<file path="src/rtl/core/pwfd_pkg.sv">
// Shared types, codes and constants for the pulse-width frame decoder.
// Used by the front end, the command queue, the back end and the top level.
// Depends on nothing.
package pwfd_pkg;

  localparam int unsigned DefFrameBytes = 32;
  localparam logic [7:0]  CrcPoly       = 8'h8C;

  localparam int unsigned CfgIdxW  = 3;
  localparam int unsigned CfgDataW = 16;

  typedef enum logic [CfgIdxW-1:0] {
    REG_GLITCH_MAX = 3'd0,
    REG_SHORT_MAX  = 3'd1,
    REG_LONG_MAX   = 3'd2,
    REG_SYNC_MAX   = 3'd3,
    REG_FRAME_GAP  = 3'd4
  } reg_idx_t;

  localparam logic [15:0] RstGlitchMax = 16'd100;
  localparam logic [15:0] RstShortMax  = 16'd400;
  localparam logic [15:0] RstLongMax   = 16'd900;
  localparam logic [15:0] RstSyncMax   = 16'd2000;
  localparam logic [15:0] RstFrameGap  = 16'd1500;

  typedef enum logic [1:0] {
    KIND_BYTE    = 2'd0,
    KIND_SUMMARY = 2'd1,
    KIND_EVENT   = 2'd2
  } kind_t;

  typedef enum logic [1:0] {
    CRC_UNCHECKED = 2'd0,
    CRC_MATCH     = 2'd1,
    CRC_MISMATCH  = 2'd2
  } crc_status_t;

  typedef enum logic [1:0] {
    OP_BIT0        = 2'd0,
    OP_BIT1        = 2'd1,
    OP_FLUSH       = 2'd2,
    OP_FLUSH_EVENT = 2'd3
  } op_t;

  typedef struct packed {
    op_t         op;
    logic [31:0] duration;
  } cmd_t;

  // Command queue status: valid goes to the back end, full to the front end.
  typedef struct packed {
    logic valid;
    logic full;
  } q_status_t;

  localparam int unsigned InDataW  = 40;
  localparam int unsigned OutDataW = 96;

  function automatic logic [7:0] crc8_byte(input logic [7:0] crc_in, input logic [7:0] data);
    logic [7:0] c;
    logic [7:0] d;
    c = crc_in;
    d = data;
    for (int i = 0; i < 8; i++) begin
      if ((c[0] ^ d[0]) == 1'b1) begin
        c = (c >> 1) ^ CrcPoly;
      end else begin
        c = c >> 1;
      end
      d = d >> 1;
    end
    return c;
  endfunction

endpackage

</file>
<file path="src/rtl/core/pwfd_front.sv">
// Front end: holds the threshold registers and classes each accepted edge
// into a command for the back end. Depends on pwfd_pkg.
module pwfd_front (
  input  logic                          clk,
  input  logic                          rst,
  input  logic                          cfg_we,
  input  logic [pwfd_pkg::CfgIdxW-1:0]  cfg_index,
  input  logic [pwfd_pkg::CfgDataW-1:0] cfg_data,
  input  logic                          in_valid,
  input  logic                          in_mode,
  input  logic                          in_level,
  input  logic [31:0]                   in_duration,
  input  logic                          q_full,
  output logic                          in_ready,
  output logic                          push,
  output pwfd_pkg::cmd_t                push_cmd
);
  import pwfd_pkg::*;

  logic [15:0] glitch_max;
  logic [15:0] short_max;
  logic [15:0] long_max;
  logic [15:0] sync_max;
  logic [15:0] frame_gap;

  always_ff @(posedge clk) begin
    if (rst) begin
      glitch_max <= RstGlitchMax;
      short_max  <= RstShortMax;
      long_max   <= RstLongMax;
      sync_max   <= RstSyncMax;
      frame_gap  <= RstFrameGap;
    end else if (cfg_we) begin
      case (reg_idx_t'(cfg_index))
        REG_GLITCH_MAX: glitch_max <= cfg_data;
        REG_SHORT_MAX:  short_max  <= cfg_data;
        REG_LONG_MAX:   long_max   <= cfg_data;
        REG_SYNC_MAX:   sync_max   <= cfg_data;
        REG_FRAME_GAP:  frame_gap  <= cfg_data;
        default: ;
      endcase
    end
  end

  logic gap_over;
  logic has_cmd;
  op_t  op;

  assign gap_over = in_duration > {16'd0, frame_gap};
  assign in_ready = !q_full;

  // Thresholds are tried in a fixed order; the first that matches wins.
  always_comb begin
    has_cmd = 1'b0;
    op      = OP_FLUSH;
    if (in_mode || !in_level) begin
      has_cmd = gap_over;
    end else if (in_duration < {16'd0, glitch_max}) begin
      has_cmd = 1'b0;
    end else if (in_duration < {16'd0, short_max}) begin
      has_cmd = 1'b1;
      op      = OP_BIT1;
    end else if (in_duration < {16'd0, long_max}) begin
      has_cmd = 1'b1;
      op      = OP_BIT0;
    end else if (in_duration < {16'd0, sync_max}) begin
      has_cmd = 1'b1;
    end else begin
      has_cmd = 1'b1;
      op      = OP_FLUSH_EVENT;
    end
  end

  assign push              = in_valid && in_ready && has_cmd;
  assign push_cmd.op       = op;
  assign push_cmd.duration = in_duration;

endmodule

</file>
<file path="src/rtl/core/pwfd_queue.sv">
// Short command queue between the front end and the back end.
// Depends on pwfd_pkg for the command type.
module pwfd_queue (
  input  logic                 clk,
  input  logic                 rst,
  input  logic                 push,
  input  pwfd_pkg::cmd_t       push_cmd,
  input  logic                 pop,
  output pwfd_pkg::q_status_t  status,
  output pwfd_pkg::cmd_t       head
);
  import pwfd_pkg::*;

  localparam int unsigned Depth = 4;
  localparam int unsigned PtrW  = $clog2(Depth);

  cmd_t            slots [Depth];
  logic [PtrW-1:0] wr_ptr;
  logic [PtrW-1:0] rd_ptr;
  logic [PtrW:0]   fill;

  always_ff @(posedge clk) begin
    if (rst) begin
      wr_ptr <= '0;
      rd_ptr <= '0;
      fill   <= '0;
    end else begin
      if (push) begin
        wr_ptr <= wr_ptr + 1'b1;
      end
      if (pop) begin
        rd_ptr <= rd_ptr + 1'b1;
      end
      fill <= fill + (push ? 1'b1 : 1'b0) - (pop ? 1'b1 : 1'b0);
    end
  end

  always_ff @(posedge clk) begin
    if (push) begin
      slots[wr_ptr] <= push_cmd;
    end
  end

  assign head         = slots[rd_ptr];
  assign status.valid = fill != '0;
  assign status.full  = fill == (PtrW+1)'(Depth);

endmodule

</file>
<file path="src/rtl/core/pwfd_back.sv">
// Back end: bit store, frame flush with framing-bit removal and CRC check,
// and the output register. Depends on pwfd_pkg.
module pwfd_back #(
  parameter int unsigned FRAME_BYTES = pwfd_pkg::DefFrameBytes
) (
  input  logic                            clk,
  input  logic                            rst,
  input  pwfd_pkg::q_status_t             q_status,
  input  pwfd_pkg::cmd_t                  q_head,
  output logic                            pop,
  output logic                            out_valid,
  input  logic                            out_ready,
  output logic [1:0]                      out_kind,
  output logic [pwfd_pkg::OutDataW-1:0]   out_data,
  output logic                            out_last
);
  import pwfd_pkg::*;

  localparam int unsigned IdxW  = $clog2(FRAME_BYTES);
  localparam int unsigned NbW   = $clog2(FRAME_BYTES + 1);
  localparam int unsigned Bits  = FRAME_BYTES * 8;
  localparam int unsigned CntW  = $clog2(Bits + 1);

  typedef enum logic [2:0] {ST_IDLE, ST_FETCH, ST_USE, ST_SUM, ST_EVENT} state_t;

  state_t          state;
  logic [CntW-1:0] bit_count;
  logic [31:0]     frame_count;
  logic [7:0]      crc_accumulator;
  logic [7:0]      cur_byte;
  logic [7:0]      prev_byte;
  logic [IdxW-1:0] rd_ptr;
  logic [7:0]      rd_data;
  logic [7:0]      bit_store [FRAME_BYTES];

  logic [CntW-1:0] total;
  logic            drop;
  logic [NbW-1:0]  nbytes;
  logic [2:0]      left;
  logic            pend_event;
  logic [31:0]     event_dur;
  crc_status_t     crc_status;
  logic [7:0]      crc_expected;

  logic [7:0]      byte_value;
  logic [7:0]      crc_out;
  crc_status_t     out_status;
  logic [8:0]      total_bits;
  logic            framing_dropped;
  logic [2:0]      tail_bits;
  logic [31:0]     frame_index;
  logic [31:0]     event_duration;

  logic            out_free;
  logic            emit;
  logic            add_bit;
  logic            wr_en;
  logic [7:0]      wr_byte;
  logic            drop_n;
  logic [CntW-1:0] cnt_adj;
  logic [NbW-1:0]  nbytes_n;
  logic [IdxW-1:0] byte_idx;
  logic [7:0]      emit_byte;
  logic            is_last_byte;
  logic            check_crc;

  assign out_free = !out_valid || out_ready;
  assign pop      = (state == ST_IDLE) && q_status.valid;
  assign add_bit  = pop && (q_head.op == OP_BIT0 || q_head.op == OP_BIT1);
  assign wr_en    = add_bit && (bit_count < CntW'(Bits));

  // High in the cycles where a result is loaded into the output register.
  assign emit = out_free && ((state == ST_USE && !(drop && rd_ptr == '0)) ||
                             state == ST_SUM || state == ST_EVENT);

  always_comb begin
    if (bit_count[2:0] == 3'd0) begin
      wr_byte = {7'd0, q_head.op == OP_BIT1};
    end else begin
      wr_byte = cur_byte | (8'(q_head.op == OP_BIT1) << bit_count[2:0]);
    end
  end

  // An 8N+1-bit frame loses its leading bit; the bytes are then realigned on the fly.
  assign drop_n    = bit_count[2:0] == 3'd1;
  assign cnt_adj   = bit_count - (drop_n ? 1'b1 : 1'b0);
  assign nbytes_n  = NbW'(cnt_adj >> 3);
  assign byte_idx  = drop ? rd_ptr - 1'b1 : rd_ptr;
  assign emit_byte = drop ? {rd_data[0], prev_byte[7:1]} : rd_data;
  assign is_last_byte = NbW'(byte_idx) == nbytes - 1'b1;
  assign check_crc = (nbytes >= NbW'(2)) && (left == 3'd0);

  always_ff @(posedge clk) begin
    if (wr_en) begin
      bit_store[bit_count[IdxW+2:3]] <= wr_byte;
    end
    rd_data <= bit_store[rd_ptr];
  end

  always_ff @(posedge clk) begin
    if (rst) begin
      state           <= ST_IDLE;
      bit_count       <= '0;
      frame_count     <= '0;
      crc_accumulator <= '0;
      out_valid       <= 1'b0;
    end else begin
      if (out_ready && !emit) begin
        out_valid <= 1'b0;
      end
      case (state)
        ST_IDLE: begin
          if (pop) begin
            if (add_bit) begin
              if (wr_en) begin
                cur_byte  <= wr_byte;
                bit_count <= bit_count + 1'b1;
              end
            end else if (bit_count != '0) begin
              frame_count     <= frame_count + 1'b1;
              total           <= bit_count;
              drop            <= drop_n;
              nbytes          <= nbytes_n;
              left            <= cnt_adj[2:0];
              pend_event      <= q_head.op == OP_FLUSH_EVENT;
              event_dur       <= q_head.duration;
              crc_status      <= CRC_UNCHECKED;
              crc_expected    <= '0;
              crc_accumulator <= '0;
              rd_ptr          <= '0;
              bit_count       <= '0;
              state           <= (nbytes_n == '0) ? ST_SUM : ST_FETCH;
            end else if (q_head.op == OP_FLUSH_EVENT) begin
              event_dur <= q_head.duration;
              state     <= ST_EVENT;
            end
          end
        end
        ST_FETCH: begin
          state <= ST_USE;
        end
        ST_USE: begin
          if (drop && rd_ptr == '0) begin
            prev_byte <= rd_data;
            rd_ptr    <= rd_ptr + 1'b1;
            state     <= ST_FETCH;
          end else if (out_free) begin
            out_valid       <= 1'b1;
            out_kind        <= KIND_BYTE;
            out_last        <= 1'b0;
            byte_value      <= emit_byte;
            total_bits      <= '0;
            framing_dropped <= 1'b0;
            tail_bits       <= '0;
            crc_out         <= '0;
            out_status      <= CRC_UNCHECKED;
            frame_index     <= frame_count;
            event_duration  <= '0;
            if (is_last_byte) begin
              if (check_crc) begin
                crc_expected <= crc_accumulator;
                crc_status   <= (crc_accumulator == emit_byte) ? CRC_MATCH : CRC_MISMATCH;
              end
              state <= ST_SUM;
            end else begin
              crc_accumulator <= crc8_byte(crc_accumulator, emit_byte);
              prev_byte       <= rd_data;
              rd_ptr          <= rd_ptr + 1'b1;
              state           <= ST_FETCH;
            end
          end
        end
        ST_SUM: begin
          if (out_free) begin
            out_valid       <= 1'b1;
            out_kind        <= KIND_SUMMARY;
            out_last        <= !pend_event;
            byte_value      <= '0;
            total_bits      <= 9'(total);
            framing_dropped <= drop;
            tail_bits       <= left;
            crc_out         <= crc_expected;
            out_status      <= crc_status;
            frame_index     <= frame_count;
            event_duration  <= '0;
            state           <= pend_event ? ST_EVENT : ST_IDLE;
          end
        end
        ST_EVENT: begin
          if (out_free) begin
            out_valid       <= 1'b1;
            out_kind        <= KIND_EVENT;
            out_last        <= 1'b1;
            byte_value      <= '0;
            total_bits      <= '0;
            framing_dropped <= 1'b0;
            tail_bits       <= '0;
            crc_out         <= '0;
            out_status      <= CRC_UNCHECKED;
            frame_index     <= frame_count;
            event_duration  <= event_dur;
            state           <= ST_IDLE;
          end
        end
        default: state <= ST_IDLE;
      endcase
    end
  end

  assign out_data = {1'b0, event_duration, frame_index, crc_out, out_status,
                     tail_bits, framing_dropped, total_bits, byte_value};

endmodule

</file>
<file path="src/rtl/core/pulse_width_frame_decoder_core.sv">
// Top level of the pulse-width frame decoder: front end, command queue and
// back end. Depends on pwfd_pkg, pwfd_front, pwfd_queue and pwfd_back.
//
// Input stream: each transfer is a line edge (tuser 0) or an idle check
// (tuser 1), with the new level and the microseconds since the last edge.
// The front end classes each transfer in the cycle it arrives and queues a
// command; transfers that change nothing produce no command. A four-entry
// queue decouples it from the back end, so input is taken every cycle
// until the queue fills.
// The back end stores a bit command without leaving its idle state, so it
// can take the next command at once. A frame flush reads the byte store
// over one port, fetching and then using each emitted byte (with one more
// fetch and use when the framing bit is dropped), then loads the summary
// and, after a long-low event, the event result.
// Results leave through a single output register; while the receiver
// holds tready low the back end waits, the queue fills and tready on the
// input side falls. tlast marks the final result of one input transfer.
// Reset (rst, synchronous) empties the queue, clears the bit and frame
// counts and restores the threshold registers; the store needs no clearing.
// Configuration writes are taken on any cycle that cfg_we is high.
module pulse_width_frame_decoder_core #(
  parameter int unsigned FRAME_BYTES = pwfd_pkg::DefFrameBytes
) (
  input  logic                            clk,
  input  logic                            rst,
  input  logic                            cfg_we,
  input  logic [pwfd_pkg::CfgIdxW-1:0]    cfg_index,
  input  logic [pwfd_pkg::CfgDataW-1:0]   cfg_data,
  input  logic                            s_axis_tvalid,
  output logic                            s_axis_tready,
  // level [0], duration_us [32:1], zero [39:33]
  input  logic [pwfd_pkg::InDataW-1:0]    s_axis_tdata,
  // mode [0]
  input  logic                            s_axis_tuser,
  output logic                            m_axis_tvalid,
  input  logic                            m_axis_tready,
  // byte_value [7:0], total_bits [16:8], framing_bit_dropped [17],
  // tail_bits [20:18], crc_status [22:21], crc_expected [30:23],
  // frame_index [62:31], event_duration_us [94:63], zero [95]
  output logic [pwfd_pkg::OutDataW-1:0]   m_axis_tdata,
  // kind [1:0]
  output logic [1:0]                      m_axis_tuser,
  output logic                            m_axis_tlast
);
  import pwfd_pkg::*;

  logic      push;
  cmd_t      push_cmd;
  logic      pop;
  q_status_t q_status;
  cmd_t      q_head;

  pwfd_front u_front (
    .clk         (clk),
    .rst         (rst),
    .cfg_we      (cfg_we),
    .cfg_index   (cfg_index),
    .cfg_data    (cfg_data),
    .in_valid    (s_axis_tvalid),
    .in_mode     (s_axis_tuser),
    .in_level    (s_axis_tdata[0]),
    .in_duration (s_axis_tdata[32:1]),
    .q_full      (q_status.full),
    .in_ready    (s_axis_tready),
    .push        (push),
    .push_cmd    (push_cmd)
  );

  pwfd_queue u_queue (
    .clk      (clk),
    .rst      (rst),
    .push     (push),
    .push_cmd (push_cmd),
    .pop      (pop),
    .status   (q_status),
    .head     (q_head)
  );

  pwfd_back #(
    .FRAME_BYTES (FRAME_BYTES)
  ) u_back (
    .clk       (clk),
    .rst       (rst),
    .q_status  (q_status),
    .q_head    (q_head),
    .pop       (pop),
    .out_valid (m_axis_tvalid),
    .out_ready (m_axis_tready),
    .out_kind  (m_axis_tuser),
    .out_data  (m_axis_tdata),
    .out_last  (m_axis_tlast)
  );

  a_no_overflow: assert property (@(posedge clk) disable iff (rst)
    push |-> !q_status.full) else $error("command queue overflow");

  a_no_underflow: assert property (@(posedge clk) disable iff (rst)
    pop |-> q_status.valid) else $error("command queue underflow");

  a_byte_not_last: assert property (@(posedge clk) disable iff (rst)
    (m_axis_tvalid && m_axis_tuser == KIND_BYTE) |-> !m_axis_tlast)
    else $error("data byte marked as final result");

endmodule

</file>
<file path="config.mk">
export PLATFORM = sky130hd
export DESIGN_NAME = pulse_width_frame_decoder_core
export DESIGN_NICKNAME = d
export VERILOG_FILES = /design/src/rtl/core/pwfd_pkg.sv /design/src/rtl/core/pwfd_front.sv /design/src/rtl/core/pwfd_queue.sv /design/src/rtl/core/pwfd_back.sv /design/src/rtl/core/pulse_width_frame_decoder_core.sv
export SDC_FILE = /design/constraint.sdc
export NUM_CORES = 1
export LEC_CHECK = 0
export BUFFER_PORTS_ARGS = -buffer_cell sky130_fd_sc_hd__buf_2
export CAP_MARGIN = 10
export CORE_MARGIN = 2
export CORE_UTILIZATION = 59
export CTS_CLUSTER_DIAMETER = 200
export CTS_CLUSTER_SIZE = 24
export DETAILED_ROUTE_END_ITERATION = 7
export HOLD_SLACK_MARGIN = 0.02
export PLACE_DENSITY = 0.82
export SYNTH_ARGS = -nofsm -noshare
export SYNTH_HDL_FRONTEND = slang
export SYNTH_SLANG_ARGS = --single-unit
</file>
<file path="constraint.sdc">
create_clock -name clk -period 5.4 [get_ports clk]
set_input_delay 0.54 -clock clk [delete_from_list [all_inputs] [get_ports clk]]
set_output_delay 0.54 -clock clk [all_outputs]
set_load 0.005 [all_outputs]
</file>
### Yosys cells after proc, flatten, opt, wreduce, memory -nomap -nowiden

Memory sizes are Yosys's and may differ from the RTL's. A register that Yosys moved wholly into a read port is not among the register bits.
Cells that the tools add are included.
W data, S select, Z words.

* output and inout bits: 101
* memories kept: 2
* RAM bits: 392
* logic and storage cells: 315
* register bits after elaboration: 321

* muxes and demuxes: 155
* reduce and logical (&&, ||, !) cells: 57
* add/sub/neg operators: 10
* eq/ne operators: 30
* $lt $le $gt $ge: 7
* shift operators: 1
* bitwise gates (word level): 19

Memory list
* u_back.bit_store: depth 32, width 8, rd ports 1, clocked after memory_dff 1, write ports 1, RTL line pwfd_back.sv:34 `logic [7:0] bit_store [FRAME_BYTES];`
* u_queue.slots: depth 4, width 34, rd ports 1, clocked after memory_dff 1, write ports 1, RTL line pwfd_queue.sv:17 `cmd_t slots [Depth];`

Operators with widths (count)
* $mux W8: 64
* $mux W32: 7
* $lt A32 B16 Y1: 4
* $pmux W32 S3: 1
* $pmux W32 S2: 1
* $mux W9: 6
* $pmux W8 S2: 3
* $mux W2: 23
* $mux W3: 12
* $mux W5: 7
* $add A32 B1 Y32 const B: 1
* $gt A32 B16 Y1: 1
* $pmux W9 S3: 1
* $not A2 Y3: 8
* $pmux W8 S3: 1
* $mux W1: 20
* $reduce_and A4 Y1: 5
* $reduce_and A5 Y1: 4
* $pmux W3 S5: 1
* $ne A2 B1 Y1 const B: 7
* $reduce_and A7 Y1: 2
* $eq A3 B2 Y1 const B: 4
* $logic_not A3 Y1: 4
* $ne A2 B2 Y1 const B: 6
* 42 further kinds: 86

### Longest topological paths before layout

Gate-level depths: netlist (run 1).

* word-level depth: 56
* depth in mapped cells: 14
* depth with buffers taken out: 13

### Modules after synthesis

From an unflattened synthesis (run 1), not the netlist that was laid out.

* cell total of the unflattened synthesis: 2013
* area, all modules: 30022.5 um^2

Modules (own cells, without submodules)
* pwfd_back: area an instance 19536.2 um^2, instances 1, sequential area each 14313.7 um^2, cells each 1132
* pwfd_queue: area an instance 5395.2 um^2, instances 1, sequential area each 4264.1 um^2, cells each 220
* pwfd_front: area an instance 5091.1 um^2, instances 1, sequential area each 1601.5 um^2, cells each 661

### Worst setup path before layout (run 1)

Ideal clock, no wire load.

* kind: reg2reg
* start point: register u_back.rd_ptr[1]
* end point: register u_back.event_duration[0], enable pin
* period minus slack after synthesis: 4.484 ns
* slack: 0.916 ns
* arrival: 4.023 ns
* buffers on the path: 3
* required time: 4.939 ns
* setup time: 0.461 ns
* stages on the path, launching flop included: 9
* cell sequence: edfxtp_1 > clkbuf_1 > clkbuf_1 > buf_1 > inv_1 > ha_1 > nand3b_1 > a21oi_1 > nor3_1

* longest elaborated chain between the ends: 4

RTL lines
* from (decl): RTL line pwfd_back.sv:32 `logic [IdxW-1:0] rd_ptr;`
* from (signal assigned): RTL line pwfd_back.sv:145 `rd_ptr <= rd_ptr + 1'b1;`
* from (signal assigned): RTL line pwfd_back.sv:168 `rd_ptr <= rd_ptr + 1'b1;`
* $logic_not A5 Y1: RTL line pwfd_back.sv:143 `if (drop && rd_ptr == '0) begin`
* $logic_and A1 B1 Y1: RTL line pwfd_back.sv:143
* $ne A2 B2 Y1 (no source line)
* $reduce_and A4 Y1 (no source line)
* to (signal assigned): RTL line pwfd_back.sv:201 `event_duration <= event_dur;`
* to (decl): RTL line pwfd_back.sv:52 `logic [31:0] event_duration;`

No other way between the ends.
A chain may end at the register's enable or synchronous reset.

### Final worst setup path (run 1)

* start point: register u_front.glitch_max[2]
* end point: memory u_queue.slots[0][23] in the netlist's numbering, enable pin

* longest elaborated chain between the ends: 6

RTL lines
* from (decl): RTL line pwfd_front.sv:20 `logic [15:0] glitch_max;`
* from (signal assigned): RTL line pwfd_front.sv:28 `glitch_max <= RstGlitchMax;`
* from (signal assigned): RTL line pwfd_front.sv:35 `REG_GLITCH_MAX: glitch_max <= cfg_data;`
* $lt A32 B16 Y1: RTL line pwfd_front.sv:58 `end else if (in_duration < {16'd0, glitch_max}) begin`
* $mux W1: RTL line pwfd_front.sv:58
* $mux W1: RTL line pwfd_front.sv:56 `if (in_mode || !in_level) begin`
* $logic_and A1 B1 Y1: RTL line pwfd_front.sv:74 `assign push = in_valid && in_ready && has_cmd;`
* $mux W1: RTL line pwfd_queue.sv:39 `if (push) begin`
* $mux W1 (not written as such): RTL line pwfd_queue.sv:40 `slots[wr_ptr] <= push_cmd;`
* to (decl): RTL line pwfd_queue.sv:17

No other way between the ends.

==> flow_summary_export.csv, run 1 <==
group,metric,value,unit
status,outcome,"finished clean",
routing,drt_iter0_drc,1717,
logic_synthesis,yosys-top-cells-area,"edfxtp_1, dfxtp_1, mux4_2",
clock_network,clock_sinks,722,
logic_synthesis,syn_nets,2129,
clock_network,cts_setup_buffers,0,
critical_path,slowest_delay,610,ps
critical_path,critical_path_required,5650,ps
die,design.portCount,166,
critical_path,path_class,"flop to flop",
global_routing,grt.total_usage,0.239,
final_layout,drive_gt1_frac,0.176,
clock_network,numCtsBuffers,36,
routing,drt-pass1-iter-count,5,
placed_design,place_hpwl,38900,um
clock_network,post_cts_resized,0,
die,die_w,228,um
power_and_ir_drop,leakagePower,0.0111,uW
critical_path,cp_cell_sequence,"inv_1 -> ha_1 -> nand2_1 -> o21ai_0 -> a31oi_1 -> a2111oi_0 -> o311a_1 -> and2_1 -> buf_4",
critical_path,r2r_slack,1780,ps
logic_synthesis,yosysWarnings,0,
routing,drc_errors,0,
clock_network,cts_max_level,2,
logic_synthesis,synthesis.area,0.0295,mm2
sta,worst_pin_slew,1220,ps
clock_network,cts_hold_buf,0,
sta,fmax,276,MHz
final_layout,fin_cells,2788,
power_and_ir_drop,clock_power_share,0.251,
clock_network,clkTransAtPathRegs,100,ps
clock_network,clk_path_buf_depth,3,
logic_synthesis,synth.largest_area_cell,"edfxtp_1",
die,start_util,0.600,
die,dieArea,0.0518,mm2
critical_path,worstSetupEndpointType,"flop",
logic_synthesis,synth.avg_cell_area,15.0,um2
final_layout,area_delta_synth_final,8.78,%
min_path,min_path_type,"input port to flop",
routing,vias_per_cell,6.02,
power_and_ir_drop,switchingPower,3110,uW
logic_synthesis,synthArstFlopShare,0,
logic_synthesis,synth-seq-cells,722,
power_and_ir_drop,power_frac_comb,0.179,
global_routing,grt_pass1_wl,93800,um
global_routing,antenna_found_initial,0,
logic_synthesis,synth_top_area_frac,0.583,
power_and_ir_drop,peakVddDrop,250,uV
sta,rsz0062_at_grt,"no",
sta,period_share,0.670,
logic_synthesis,synthDistinctLibCells,65,
sta,maxSlewViolCount,0,
critical_path,critical_path.startpoint_type,"flop",
die,core_region_area,0.0492,mm2
sta,hold_violations,0,
routing,antenna_left,0,
power_and_ir_drop,switching_share,0.264,
critical_path,crit_family,"compound AO/OA/AOI/OAI gates",
global_routing,overflow,0,
power_and_ir_drop,seqPwrFrac,0.570,
routing,post_drt_wl_per_cell,21.9,um
critical_path,crit_fanout,23,
critical_path,critPathArrivalTime,3870,ps
sta,finalCriticalPeriod,3620,ps
clock_network,cts_tree,"yes",
sta,finalSetupTns,0,ps
sta,setup_viol,0,
logic_synthesis,ys_seq_area_frac,0.684,
run,maxCapViolations,0,
placed_design,io_buffers,157,
power_and_ir_drop,power_density,368,mW/mm2
die,die_h,228,um
sta,max-slew-margin-rel,0.183,
sta,fin_skew,34.9,ps
global_routing,grt_pass1_vias,16600,
routing,num_vias,16800,
critical_path,critPathBufInv,2,
routing,routed_wl,61200,um
critical_path,cp_slowest_cell,"and2_1",
final_layout,nNetsFinal,2262,
placed_design,place_congestion,0.849,
placed_design,dp_cells,2726,
final_layout,insertedDiodeCount,0,
clock_network,insertion_delay,580,ps
die,placementRows,81,
logic_synthesis,syn_inst,1970,
clock_network,cts.root.buffer_cell,"clkbuf_16",
logic_synthesis,yosys_most_used_dff,"edfxtp_1",
power_and_ir_drop,intPower,8690,uW
global_routing,grt_start_max_net_pins,69,
logic_synthesis,synth_edf_count,572,
==> power by group through the flow <==
| stage | combinational (uW) | clock (uW) | sequential, uW |
|---|---|---|---|
| 2_1_floorplan | 1420 | 0 | 6820 |
| 3_3_place_gp | 1970 | 0 | 6830 |
| 3_5_place_dp | 2060 | 0 | 6860 |
| 4_1_cts | 2090 | 2990 | 6730 |
| 5_1_grt | 2300 | 3160 | 6760 |
| 6_report | 2110 | 2960 | 6730 |
==> worst paths after layout <==
kind | startpoint | end | depth (start not counted)
worst max-delay path | u_front.glitch_max[2] | u_queue.slots[0][23] | 9
worst min-delay path | s_axis_tdata[30] | u_queue.slots[2][29] | 1
worst max register to register | u_front.glitch_max[2] | u_queue.slots[0][23] | 9
worst min register to register | u_back.rd_data[1] | u_back.prev_byte[1] | 0
==> metal layers <==
layer / vias up / global-route usage / share of wire
met2: 667 / 0.409 / 0.51
met5: - / 0 / 0
met4: 0 / 0.0658 / 0.023
li1: 7571 / - / -
met1: 8441 / 0.321 / 0.40
met3: 99 / 0.0367 / 0.062
==> metrics by stage <==
step | setup slack [ps] | total power (uW) | area (um2) | hold WS (ps) | utilization
floorplan | 916 | 8240 | 29500 | 406 | -
global placement | 1520 | 8810 | 31000 | 420 | 0.630
detailed placement | 1460 | 8910 | 31000 | 423 | 0.630
CTS | 1820 | 11800 | 32000 | 170 | 0.651
global route | 1520 | 12200 | 32100 | 181 | 0.653
finish | 1780 | 11800 | 32100 | 199 | 0.653
==> cell usage in the layout (no fill, tap or decap), types with 5 or more instances in the layout <==
| cell | Yosys | routed |
|---|---|---|
| nor4_1 | 12 | 11 |
| edfxtp_1 | 572 | 572 |
| nand2_1 | 187 | 187 |
| nand2b_1 | 9 | 9 |
| o211ai_1 | 27 | 27 |
| and3_1 | 52 | 52 |
| and2_1 | 33 | 33 |
| nand3_1 | 33 | 33 |
| nand4_1 | 21 | 21 |
| clkbuf_16 | 0 | 37 |
| nor2_2 | 1 | 9 |
| mux4_2 | 114 | 114 |
| nor2b_1 | 12 | 12 |
| mux2i_1 | 9 | 9 |
| nor2_1 | 127 | 119 |
| xor2_1 | 42 | 42 |
| inv_1 | 99 | 99 |
| a211oi_1 | 5 | 5 |
| buf_4 | 5 | 26 |
| mux2_2 | 8 | 8 |
| buf_2 | 6 | 156 |
| o21ai_0 | 25 | 25 |
| a31oi_1 | 8 | 8 |
| ha_1 | 93 | 93 |
| nor3_1 | 19 | 15 |
| clkbuf_1 | 67 | 19 |
| dfxtp_1 | 150 | 149 |
| a21o_1 | 14 | 14 |
| or3_1 | 13 | 13 |
| xnor2_1 | 36 | 36 |
| nand3b_1 | 6 | 6 |
| a21oi_1 | 100 | 100 |
==> synthesized netlist by cell type, types with 13 or more instances <==
| library cell | n |
|---|---|
| edfxtp_1 | 572 |
| a21oi_1 | 100 |
| nand4_1 | 21 |
| o21ai_0 | 25 |
| or3_1 | 13 |
| nand2_1 | 187 |
| dfxtp_1 | 150 |
| nor3_1 | 19 |
| inv_1 | 99 |
| nand3_1 | 33 |
| o211ai_1 | 27 |
| ha_1 | 93 |
| xor2_1 | 42 |
| clkbuf_1 | 67 |
| mux4_2 | 114 |
| nor2_1 | 127 |
| a21o_1 | 14 |
| and3_1 | 52 |
| and2_1 | 33 |
| xnor2_1 | 36 |
==> state kept, by name (all words and copies together), names as in the netlist, 16 cells and up, named ones only <==
| signal | count |
|---|---|
| u_front.short_max | 16 |
| u_front.glitch_max | 16 |
| u_back.bit_store | 256 |
| u_front.long_max | 16 |
| u_queue.slots | 136 |
| u_front.sync_max | 16 |
| u_back.event_dur | 32 |
| u_back.frame_count | 32 |
| u_back.frame_index | 32 |
| u_front.frame_gap | 16 |
| u_back.event_duration | 32 |
==> layout make-up <==
| type | instances | area, um2 |
|---|---|---|
| clock buffer | 56 | 997 |
| tap | 664 | 831 |
| sequential | 722 | 20200 |
| fill | 3290 | 17100 |
| clock inverter | 3 | 47.5 |
| inverter | 100 | 375 |
| multi-input combinational | 1058 | 8600 |
| timing repair buffer | 185 | 1050 |
==> logic make-up after synthesis <==
family	Yosys count	synth area share
other	1	0.000127
XOR/XNOR	81	0.0252
flip-flops	722	0.684
AND/OR/NAND/NOR	546	0.0888
AO/OA/AOI/OAI	205	0.0425
adder cells (fa/ha/maj)	94	0.0401
multiplexers	131	0.0932
buffers and inverters	190	0.0256
Note: power is estimated with default switching activity, not from simulation.
==> inputs of run 2 (changes only) <==
==> constraint.sdc (replaced) <==
create_clock -name clk -period 3.75 [get_ports clk]
set_input_delay 0.375 -clock clk [delete_from_list [all_inputs] [get_ports clk]]
set_output_delay 0.375 -clock clk [all_outputs]
set_load 0.005 [all_outputs]
==> flow_summary_export.csv, run 2 (same netlist as run 1, synthesis figures left out) <==
group,metric,value,unit
clock_network,post_cts_resized,0,
die,core_region_area,0.0492,mm2
sta,finalCriticalPeriod,3410,ps
final_layout,nNetsFinal,2317,
sta,hold_violations,0,
clock_network,clkTransAtPathRegs,90,ps
placed_design,place_congestion,0.902,
clock_network,cts_max_level,2,
final_layout,final_cell_mix,"edfxtp_1, nand2_1, buf_2",
clock_network,clock_sinks,722,
power_and_ir_drop,power_density,527,mW/mm2
sta,fmax,294,MHz
die,design.portCount,166,
critical_path,path_class,"flop to flop",
power_and_ir_drop,leakagePower,0.0114,uW
critical_path,critical_path_required,4180,ps
critical_path,path_depth,13,
die,placementRows,81,
routing,num_vias,17100,
run,maxCapViolations,0,
power_and_ir_drop,peakVddDrop,301,uV
final_layout,insertedDiodeCount,0,
clock_network,cts_tree,"yes",
global_routing,antenna_found_initial,0,
critical_path,cp_slowest_cell,"o311a_1",
sta,maxSlewViolCount,0,
final_layout,mostFrequentLayoutCell,"edfxtp_1",
routing,drt_iter0_drc,1739,
status,outcome,"finished clean",
critical_path,crit_fanout,8,
global_routing,grt_pass1_vias,17000,
die,start_util,0.600,
die,die_h,228,um
placed_design,place_hpwl,40600,um
critical_path,critPathArrivalTime,3840,ps
clock_network,cts.root.buffer_cell,"clkbuf_16",
critical_path,cp_cell_sequence,"inv_1 -> ha_1 -> nand4_1 -> a211o_1 -> a41o_1 -> a311oi_1 -> o311a_1 -> ha_1 -> inv_1 -> fa_1 -> xor2_1 -> xnor2_1 -> nor2_1",
critical_path,slowest_delay,450,ps
global_routing,grt_pass1_wl,96300,um
routing,post_drt_wl_per_cell,21.9,um
critical_path,critical_path.startpoint_type,"flop",
final_layout,drive_gt1_frac,0.193,
sta,worst_slack,344,ps
critical_path,critPathBufInv,2,
sta,worst_pin_slew,1190,ps
clock_network,numCtsBuffers,36,
sta,period_share,0.908,
critical_path,crit_family,"compound AO/OA/AOI/OAI gates",
die,die_w,228,um
routing,drc_errors,0,
final_layout,largest_register_ffs,256,
clock_network,clk_path_buf_depth,3,
placed_design,dp_slack,154,ps
global_routing,grt.total_usage,0.246,
sta,rsz0062_at_grt,"no",
routing,vias_per_cell,5.99,
die,dieArea,0.0518,mm2
final_layout,area_delta_synth_final,10.4,%
routing,routed_wl,62500,um
routing,antenna_left,0,
global_routing,overflow,0,
clock_network,insertion_delay,590,ps
sta,max-slew-margin-rel,0.198,
sta,setup_viol,0,
sta,fin_skew,54.4,ps
critical_path,r2r_cells,13,
final_layout,fin_cells,2849,
routing,drt-pass1-iter-count,6,
global_routing,grt_start_max_net_pins,87,
min_path,min_path_type,"input port to flop",
placed_design,dp_cells,2773,
min_path,min_path_cells,1,
critical_path,worstSetupEndpointType,"flop",
placed_design,io_buffers,157,
-- run 2: what timing repair did --
item,CTS,global route
hold endpoints to repair,25,0
hold buffers,8,0
setup buffers,0,0
-- run 2: per-layer routing --
metal,share of wire,GRT usage,up-vias,wire [um]
met5,0,0,-,0
met4,0.034,0.0873,0,2110
met3,0.073,0.0367,143,4550
met2,0.50,0.420,772,31400
met1,0.39,0.324,8469,24400
li1,-,-,7688,-
-- run 2: report_power, final --
| part | leakage (uW) | switching [uW] | internal [uW] |
|---|---|---|---|
| combinational | 0.00441 | 1960 | 1180 |
| clock | 0.000516 | 2380 | 1940 |
| sequential | 0.00650 | 206 | 9490 |
-- run 2: cell type report --
cell class              count  area (um2)
clock buffers              63        1040
clock inverters             2        46.3
fillers                  3191       16600
inverters                 100         375
multi-input cells        1058        8610
flip-flops and latches    722       20200
well taps                 664         831
repair buffers            240        1460
-- run 2: per-stage QoR --
| step | utilization | TNS (ps) | area (um2) | hold slack [ps] | total power (uW) |
|---|---|---|---|---|---|
| floorplan | - | -49170 | 29500 | 406 | 11900 |
| global placement | 0.637 | 0 | 31300 | 415 | 12800 |
| detailed placement | 0.637 | 0 | 31300 | 419 | 12900 |
| CTS | 0.661 | 0 | 32500 | 23.2 | 17200 |
| global route | 0.662 | 0 | 32500 | 31.1 | 17800 |
| finish | 0.662 | 0 | 32500 | 42.0 | 17200 |
-- run 2: final timing paths --
path	startpoint	endpoint	slack, ps
worst max register to register	u_front.frame_gap[11]	u_queue.fill[2]	340
worst min register to register	u_back.rd_data[5]	u_back.prev_byte[5]	440
worst min-delay path	s_axis_tdata[30]	u_queue.slots[3][29]	40
worst max-delay path	u_front.frame_gap[11]	u_queue.fill[2]	340
==> inputs of run 3 (changes only) <==
--- a/config.mk
+++ b/config.mk
@@ -5,15 +5,16 @@
 export SDC_FILE = /design/constraint.sdc
 export NUM_CORES = 1
 export LEC_CHECK = 0
+export ABC_CLOCK_PERIOD_IN_PS = 3750
 export BUFFER_PORTS_ARGS = -buffer_cell sky130_fd_sc_hd__buf_2
 export CAP_MARGIN = 10
 export CORE_MARGIN = 2
-export CORE_UTILIZATION = 59
+export CORE_UTILIZATION = 40
 export CTS_CLUSTER_DIAMETER = 200
 export CTS_CLUSTER_SIZE = 24
 export DETAILED_ROUTE_END_ITERATION = 7
 export HOLD_SLACK_MARGIN = 0.02
-export PLACE_DENSITY = 0.82
+export PLACE_DENSITY = 0.61
 export SYNTH_ARGS = -nofsm -noshare
 export SYNTH_HDL_FRONTEND = slang
 export SYNTH_SLANG_ARGS = --single-unit
==> flow_summary_export.csv, run 3 (same netlist as run 1, synthesis figures left out) <==
group,metric,value,unit
sta,max-slew-margin-rel,0.308,
sta,fmax,306,MHz
placed_design,place_hpwl,41200,um
sta,rsz0062_at_grt,"no",
routing,routed_wl,61900,um
global_routing,grt_util_met3,0.0240,
power_and_ir_drop,power_density,518,mW/mm2
placed_design,dpl_cell_area,0.0318,mm2
die,placementRows,99,
critical_path,worstSetupEndpointType,"flop",
global_routing,met1_usage,0.222,
run,maxCapViolations,0,
placed_design,place_congestion,0.817,
die,die_w,276,um
global_routing,overflow,0,
critical_path,path_depth,13,
clock_network,clk_path_buf_depth,3,
die,design.portCount,166,
sta,finalSetupTns,0,ps
die,start_util,0.404,
final_layout,area_delta_synth_final,11.8,%
global_routing,grt_pass1_wl,95100,um
critical_path,critical_path_required,4210,ps
min_path,min_path_type,"input port to flop",
status,outcome,"finished clean",
die,die_h,276,um
routing,drc_errors,0,
die,core_region_area,0.0730,mm2
critical_path,cp_cell_sequence,"inv_1 -> ha_1 -> nand2_1 -> o21ai_0 -> a31oi_1 -> a2111oi_0 -> o311a_1 -> ha_1 -> inv_1 -> fa_1 -> xor2_1 -> xnor2_1 -> nor2_1",
final_layout,stdcell_area,0.0330,mm2
critical_path,crit_fanout,8,
power_and_ir_drop,leakagePower,0.0114,uW
critical_path,r2r_cells,13,
final_layout,nNetsFinal,2323,
clock_network,numCtsBuffers,36,
critical_path,critical_path.startpoint_type,"flop",
routing,drt_iter0_drc,1235,
sta,fin_skew,38.8,ps
final_layout,mostFrequentLayoutCell,"edfxtp_1",
global_routing,busiest_layer,"met2",
routing,drt-pass1-iter-count,7,
clock_network,clkTransAtPathRegs,100,ps
global_routing,grt_pass1_vias,16400,
clock_network,cts_max_level,2,
critical_path,path_class,"flop to flop",
sta,period_share,0.870,
final_layout,drive_gt1_frac,0.192,
sta,setup_viol,0,
clock_network,clock_sinks,722,
placed_design,io_buffers,157,
routing,vias_per_cell,5.22,
final_layout,largest_register_ffs,256,
critical_path,crit_family,"compound AO/OA/AOI/OAI gates",
sta,maxSlewViolCount,0,
sta,finalCriticalPeriod,3260,ps
min_path,min_path_cells,1,
sta,worst_pin_slew,1030,ps
final_layout,final_cell_mix,"edfxtp_1, nand2_1, buf_2",
critical_path,critPathBufInv,2,
final_layout,n_fill_cell,6360,
clock_network,insertion_delay,600,ps
global_routing,grt_start_max_net_pins,68,
power_and_ir_drop,peakVddDrop,361,uV
global_routing,antenna_found_initial,1,
clock_network,cts_setup_buffers,0,
final_layout,seq_area,0.0202,mm2
critical_path,cp_slowest_cell,"a2111oi_0",
routing,antenna_left,0,
routing,post_drt_wl_per_cell,19.7,um
die,dieArea,0.0759,mm2
clock_network,cts_tree,"yes",
global_routing,use_met2,0.274,
critical_path,slowest_delay,470,ps
routing,num_vias,16400,
critical_path,critPathArrivalTime,3720,ps
global_routing,grt.total_usage,0.163,
clock_network,cts.root.buffer_cell,"clkbuf_16",
final_layout,multi_input_area,0.00860,mm2
sta,hold_violations,0,
==> run 3: report_power, final <==
group | switching [uW] | internal [uW] | leakage (uW)
sequential | 178 | 9480 | 0.00650
combinational | 1910 | 1190 | 0.00445
clock | 2460 | 1840 | 0.000492
==> run 3: stage by stage <==
stage	hold WS [ps]	std cells	total power (uW)	utilization	setup WS [ps]
3_5_place_dp	422	3069	13000	0.435	264
2_1_floorplan	406	1970	11900	-	-734
4_1_cts	22.5	3144	17300	0.451	471
6_report	62.1	3147	17100	0.452	487
3_3_place_gp	418	3069	12900	0.435	355
5_1_grt	35.4	3146	17800	0.452	94.5
==> run 3: final timing paths <==
kind                    startpoint                   end  slack (ps)
max          u_front.glitch_max[2]       u_queue.fill[2]         490
min               s_axis_tdata[26]  u_queue.slots[1][25]          60
min reg2reg      u_back.rd_data[4]   u_back.prev_byte[4]         440
max reg2reg  u_front.glitch_max[2]       u_queue.fill[2]         490
==> run 3: routing by layer <==
| layer | up-vias | routed length, um |
|---|---|---|
| met5 | - | 0 |
| met4 | 0 | 1090 |
| met3 | 63 | 2750 |
| met2 | 341 | 30600 |
| met1 | 8306 | 27500 |
| li1 | 7703 | - |
==> run 3: worst reg2reg max path: stages (launching register included) <==
cell       delay [ps]
dfxtp_1           320
inv_1              50
ha_1              290
nand2_1            50
o21ai_0           280
a31oi_1           160
a2111oi_0         470
o311a_1           470
ha_1              220
inv_1              50
fa_1              370
xor2_1            190
xnor2_1           140
nor2_1             50
==> run 3: timing repair <==
item,4_1_cts,5_1_grt
gates resized for setup,0,0
hold buffers,15,0
endpoints found under the hold margin,60,0
==> run 3: cell type report <==
type                            count  area share
Timing Repair Buffer              246      0.0475
Multi-Input combinational cell   1058       0.261
Antenna cell                        2    0.000152
Tap cell                          959      0.0364
Sequential cell                   722       0.612
Clock inverter                      4     0.00152
Clock buffer                       56      0.0296
Inverter                          100      0.0114
